`config.mk`:
```
export PLATFORM = sky130hd
export DESIGN_NAME = aar_cordic_stage
export DESIGN_NICKNAME = d
export VERILOG_FILES = /design/src/aar_pkg.sv /design/src/aar_cordic_stage.sv
export SDC_FILE = /design/constraint.sdc
export NUM_CORES = 1
export LEC_CHECK = 0
export BUFFER_PORTS_ARGS = -buffer_cell sky130_fd_sc_hd__buf_4
export CORE_MARGIN = 2
export CORE_UTILIZATION = 45
export DETAILED_ROUTE_END_ITERATION = 8
export PLACE_DENSITY = 0.7
export SYNTH_ARGS = -nofsm -noshare
export SYNTH_HDL_FRONTEND = slang
export SYNTH_SLANG_ARGS = --single-unit
export TNS_END_PERCENT = 5
```
`constraint.sdc`:
```
create_clock -name clk_i -period 4.2 [get_ports clk_i]
set_input_delay 0.42 -clock clk_i [delete_from_list [all_inputs] [get_ports clk_i]]
set_output_delay 0.42 -clock clk_i [all_outputs]
set_load 0.01 [all_outputs]
```
`src/aar_pkg.sv`:
```
// Shared types and constants of the axis-angle rotation matrix block.
// Holds the CORDIC state that travels down the pipeline and the arctangent table.
// No dependencies.
package aar_pkg;

  // Angle units: 1/128 degree.
  localparam logic [15:0] ONE_TURN     = 16'd46080;
  localparam logic [15:0] QUARTER_TURN = 16'd11520;
  localparam logic [15:0] HALF_TURN    = 16'd23040;
  localparam logic [15:0] THREE_QUARTER_TURN = 16'd34560;

  // One angle unit in radians, Q38.
  localparam logic [39:0] UNIT_TO_RAD_Q38 = 40'd37480660;

  // CORDIC start value: the inverse gain in Q30.
  localparam logic signed [32:0] CORDIC_GAIN_Q30 = 33'sd652032874;

  localparam int ATAN_ENTRIES = 24;

  // Width of the exact Q44 sums of the matrix entries.
  localparam int SUM_W = 56;

  // Axis of one item, Q1.14 components.
  typedef struct packed {
    logic signed [15:0] x;
    logic signed [15:0] y;
    logic signed [15:0] z;
  } axis_t;

  // CORDIC working state of one item, Q30, plus what rides along with it.
  typedef struct packed {
    logic signed [32:0] x;
    logic signed [32:0] y;
    logic signed [32:0] z;
    logic [1:0]         q;
    axis_t              axis;
  } cordic_t;

  // Nine Q2.14 entries of the result.
  typedef struct packed {
    logic signed [15:0] m00;
    logic signed [15:0] m01;
    logic signed [15:0] m02;
    logic signed [15:0] m10;
    logic signed [15:0] m11;
    logic signed [15:0] m12;
    logic signed [15:0] m20;
    logic signed [15:0] m21;
    logic signed [15:0] m22;
  } mat_t;

  // atan(2^-i) in Q30.
  function automatic logic signed [32:0] atan_q30(input logic [4:0] idx);
    logic signed [32:0] a;
    case (idx)
      5'd0:    a = 33'sd843314856;
      5'd1:    a = 33'sd497837829;
      5'd2:    a = 33'sd263043836;
      5'd3:    a = 33'sd133525158;
      5'd4:    a = 33'sd67021686;
      5'd5:    a = 33'sd33543515;
      5'd6:    a = 33'sd16775850;
      5'd7:    a = 33'sd8388437;
      5'd8:    a = 33'sd4194282;
      5'd9:    a = 33'sd2097149;
      5'd10:   a = 33'sd1048575;
      5'd11:   a = 33'sd524287;
      5'd12:   a = 33'sd262143;
      5'd13:   a = 33'sd131071;
      5'd14:   a = 33'sd65535;
      5'd15:   a = 33'sd32767;
      5'd16:   a = 33'sd16383;
      5'd17:   a = 33'sd8191;
      5'd18:   a = 33'sd4095;
      5'd19:   a = 33'sd2047;
      5'd20:   a = 33'sd1023;
      5'd21:   a = 33'sd511;
      5'd22:   a = 33'sd255;
      5'd23:   a = 33'sd127;
      default: a = 33'sd0;
    endcase
    return a;
  endfunction

endpackage

```
`src/aar_cordic_stage.sv`:
```
// One rotation-mode CORDIC stage with its output register.
// Uses aar_pkg for the state type and the arctangent table.
module aar_cordic_stage import aar_pkg::*; #(
  parameter int STAGE_IDX = 0
) (
  input  logic    clk_i,
  input  logic    rst_ni,
  input  logic    valid_i,
  output logic    ready_o,
  input  cordic_t state_i,
  output logic    valid_o,
  input  logic    ready_i,
  output cordic_t state_o
);

  logic               v_q;
  logic               go;
  logic signed [32:0] dx, dy, atan_i;
  cordic_t            state_d, state_q;

  assign go      = !v_q || ready_i;
  assign ready_o = go;

  // Turn toward zero residual angle; shifts round toward minus infinity.
  always_comb begin
    dx      = state_i.y >>> STAGE_IDX;
    dy      = state_i.x >>> STAGE_IDX;
    atan_i  = atan_q30(5'(STAGE_IDX));
    state_d = state_i;
    if (!state_i.z[32]) begin
      state_d.x = state_i.x - dx;
      state_d.y = state_i.y + dy;
      state_d.z = state_i.z - atan_i;
    end else begin
      state_d.x = state_i.x + dx;
      state_d.y = state_i.y - dy;
      state_d.z = state_i.z + atan_i;
    end
  end

  always_ff @(posedge clk_i or negedge rst_ni) begin
    if (!rst_ni) begin
      v_q <= 1'b0;
    end else if (go) begin
      v_q <= valid_i;
    end
  end

  always_ff @(posedge clk_i) begin
    if (go && valid_i) begin
      state_q <= state_d;
    end
  end

  assign valid_o = v_q;
  assign state_o = state_q;

endmodule

```
==> results.txt <==
The post-synthesis instance area is 11300 sq um. On the worst path, the slowest cell contributes a delay of 0.57 ns. The leading area contributor after synthesis is sky130_fd_sc_hd__edfxtp_1. The number of distinct library cells after synthesis came out at 77. The worst setup path is captured at a flop. The count of routing violations after the opening detailed-route iteration came out at 873. The clock-pin slew on the worst setup and hold paths is 0.07 ns. The routed wire length came out at 36500 um. For this run, the leading register cell type out of synthesis is sky130_fd_sc_hd__edfxtp_1. The initial antenna violation count is 2.

The part of the cycle the worst path needs is 0.782. The remaining max-slew budget at the tightest pin is 0.327. The path category of the worst min-delay check is in -> reg. The clock latency of the later-clocked register in the worst-skew pair is 0.42 ns. For the final routed database, the setup TNS stands at 0 ns. After detailed placement, the total cell area comes to 13900 sq um. Setup repair after global routing left no endpoint under its margin.

The cts-stage hold buffer count is 1. The proportion of synthesized chip area in sequential cells is 0.395. The critical path goes through buf_4 > inv_1 > ha_1 > nor2b_1 > o211ai_1 > a21oi_1 > a41oi_2 > a211oi_1 > nor2_1 > o21ai_0 > a21oi_1 > a211o_1. The leakage power summed over all cells came out at 6.38 nW. The share of Yosys cell area claimed by the top area cell type is 0.392. The clock skew came out at 0.00935 ns. After global routing the overflow that remains totals 0.

During I/O placement, the number of pins put on the boundary was 304. Dividing the detail-routed wire length by the instance count gives 20.2 um. The die covers 26500 sq um.

The total global-route track usage came out at 0.267. The final core area utilization came out at 0.583. The share of synthesized registers carrying an async set or reset came out at 0.00671. The clock passes through at most 2 buffers. The max-slew violation count came out at 0.

The floorplan row count came out at 58. The minimum clock period is 3.28 ns. The share of total power dissipated in sequential elements is 0.374. The tree is rooted in a sky130_fd_sc_hd__clkbuf_16. In this design, the critical path's most frequently occurring cell is sky130_fd_sc_hd__a21oi_1.

The maximum net fanout on the critical path came out at 5. The required time of the worst setup path came out at 4.36 ns. Ranked by instance count, the synthesized netlist is headed by sky130_fd_sc_hd__edfxtp_1, sky130_fd_sc_hd__a21oi_1, sky130_fd_sc_hd__ha_1.

The library cell contributing the largest single delay on the critical path is sky130_fd_sc_hd__a211oi_1. The share of final-layout standard cells stronger than drive strength 1 is 0.252. The cell count after placement is 1772.

The largest net degree at the start of global routing came out at 78. Of the total power, the share spent switching nets is 0.333. The synthesized netlist cell count came out at 1170.

Static timing analysis puts the maximum clock frequency at 305 MHz. The flow ran to the end, and the final reports show no timing, DRC or antenna violations. The global placer's final weighted congestion is 0.936. The final hold violation count is 0. The setup path with the least slack is of type in -> reg. The worst hold slack across all endpoints came out at 0.166 ns. The number of nets in the layout is 1743.

The vias per cell is 5.68. The largest vdd supply drop came out at 0.197 mV. The post-detailed-route count of antenna-violating nets is 0. The internal power summed over all cells came out at 3.37 mW.

The count of yosys warnings during synthesis is 0. The total power came out at 5.05 mW. The number of gates resized after cts came out at 0. The via count is 10.3k. The total of flip-flops plus latches after synthesis came out at 149. The part of the power in combinational logic came out at 0.318. The count of flip-flops with a built-in enable after synthesis came out at 148. The launching element type of the critical path is an input port. Clock tree synthesis inserted a total of 17 buffers. The share of total power dissipated in the clock network is 0.308. Detailed placement finished with a half-perimeter wire length of 29100 um. The worst-case setup margin in the final layout came out at 0.917 ns.

The post-layout instance count excluding filler cells is 1807. The number of detailed-routing iterations run before antenna repair came out at 6. The number of H-tree branching levels came out at 4. The final routed DRC violation total came out at 0.

The reported net switching power came out at 1.69 mW. The first-pass GRT wire length came out at 54300 um. Across the run, the number of max-cap violations was 0.

The via count of the first global-routing pass is 9867. The synthesized net count came out at 1451. The TritonCTS clock tree is done. The layout overhead on the synthesized area came out at 28.4%. The total setup violations reported at the end of the flow is 0. In this run the vertical extent of the chip is 163 um. After routing the design area is 14500 sq um. The average cell area after synthesis came out at 9.68 sq um. The setup slack after placement is 0.612 ns. Dividing total power by cell area gives a power density of 348 nW/um^2.

The actual slew at the worst max-slew pin is 1.01 ns. The area inside the core boundary came out at 25000 sq um. From left edge to right edge, the die measures 163 um.

The arrival time at the worst endpoint came out at 3.45 ns. The sink count of the clock tree is 149. The starting utilization of the core area came out at 0.454. The number of setup buffers added after CTS came out at 0.

The count of buffers from port buffering came out at 303. sky130_fd_sc_hd__edfxtp_1 is the most common cell in the netlist. Yosys attributes the largest share of cell area to sky130_fd_sc_hd__edfxtp_1, sky130_fd_sc_hd__ha_1, sky130_fd_sc_hd__xnor2_1, sky130_fd_sc_hd__a21oi_1, sky130_fd_sc_hd__inv_1.
worst max-delay path: cells and delay by family:
family                   cells  cell delay [ns]
AO/OA/AOI/OAI                7             2.16
adder cells (fa/ha/maj)      1             0.33
AND/OR/NAND/NOR              2             0.33
buffers and inverters        2             0.21
sequential cells by signal, summed over array words and instances (netlist names):
name	cells
state_o	148
valid_o	1
per-layer routing:
| layer | vias to the layer above | wire [um] | track usage |
|---|---|---|---|
| met5 | - | 0 | 0 |
| met4 | 0 | 1490 | 0.123 |
| met3 | 71 | 2680 | 0.0476 |
| met2 | 470 | 17700 | 0.454 |
| met1 | 4878 | 14500 | 0.331 |
| li1 | 4853 | - | - |
final cells by class:
cell class / instances / area [sq um]
Multi-Input combinational cell: 866 / 6260
Antenna cell: 2 / 5.00
Sequential cell: 149 / 4470
Inverter: 113 / 424
Fill cell: 2274 / 10400
Clock buffer: 17 / 425
Timing Repair Buffer: 315 / 2380
Tap cell: 330 / 413
Clock inverter: 15 / 164
final timing paths:
check | start | to | slack [ns] | cells after the start
worst max-delay path | state_i[84] | state_o[143] | 0.92 | 12
worst min-delay path | state_i[12] | state_o[12] | 0.17 | 1
worst max register to register | valid_o | state_o[131] | 2.09 | 3
worst min register to register | valid_o | valid_o | 0.58 | 2
max in group asynchronous | rst_ni | valid_o | 3.80 | 2
min in group asynchronous | rst_ni | valid_o | 0.31 | 2
layout by cell type, fill, tap and decap left out, drive strengths merged, types with 14 or more instances in the layout:
cell / synthesis / final
o21ai: 70 / 70
clkbuf: 27 / 17
a21oi: 127 / 127
edfxtp: 148 / 148
ha: 124 / 124
nor2: 83 / 83
o211ai: 14 / 14
nand3: 17 / 17
a21o: 30 / 30
xnor2: 76 / 76
inv: 109 / 117
buf: 15 / 314
nand2: 62 / 62
o31ai: 18 / 18
a211oi: 16 / 16
nor3: 25 / 25
o21bai: 22 / 22
power groups by stage:
stage	Combinational (mW)	Sequential, mW	Clock, mW
after floorplan	0.865	1.99	0
after global placement	1.57	1.92	0
after detailed placement	1.58	1.92	0
after CTS	1.59	1.89	1.59
after global routing	1.73	1.90	1.64
final	1.61	1.89	1.56
cell families after synthesis:
logic type | count (synthesis) | share of synthesized area
AOI/OAI and AO/OA | 380 | 0.221
xor gates and xnor gates | 88 | 0.0680
adders and majority gates | 128 | 0.144
buffers and inverters | 155 | 0.0529
DFF | 149 | 0.395
muxes | 14 | 0.0127
and+or+nand+nor | 256 | 0.107
(Power assumes the default switching activity.)
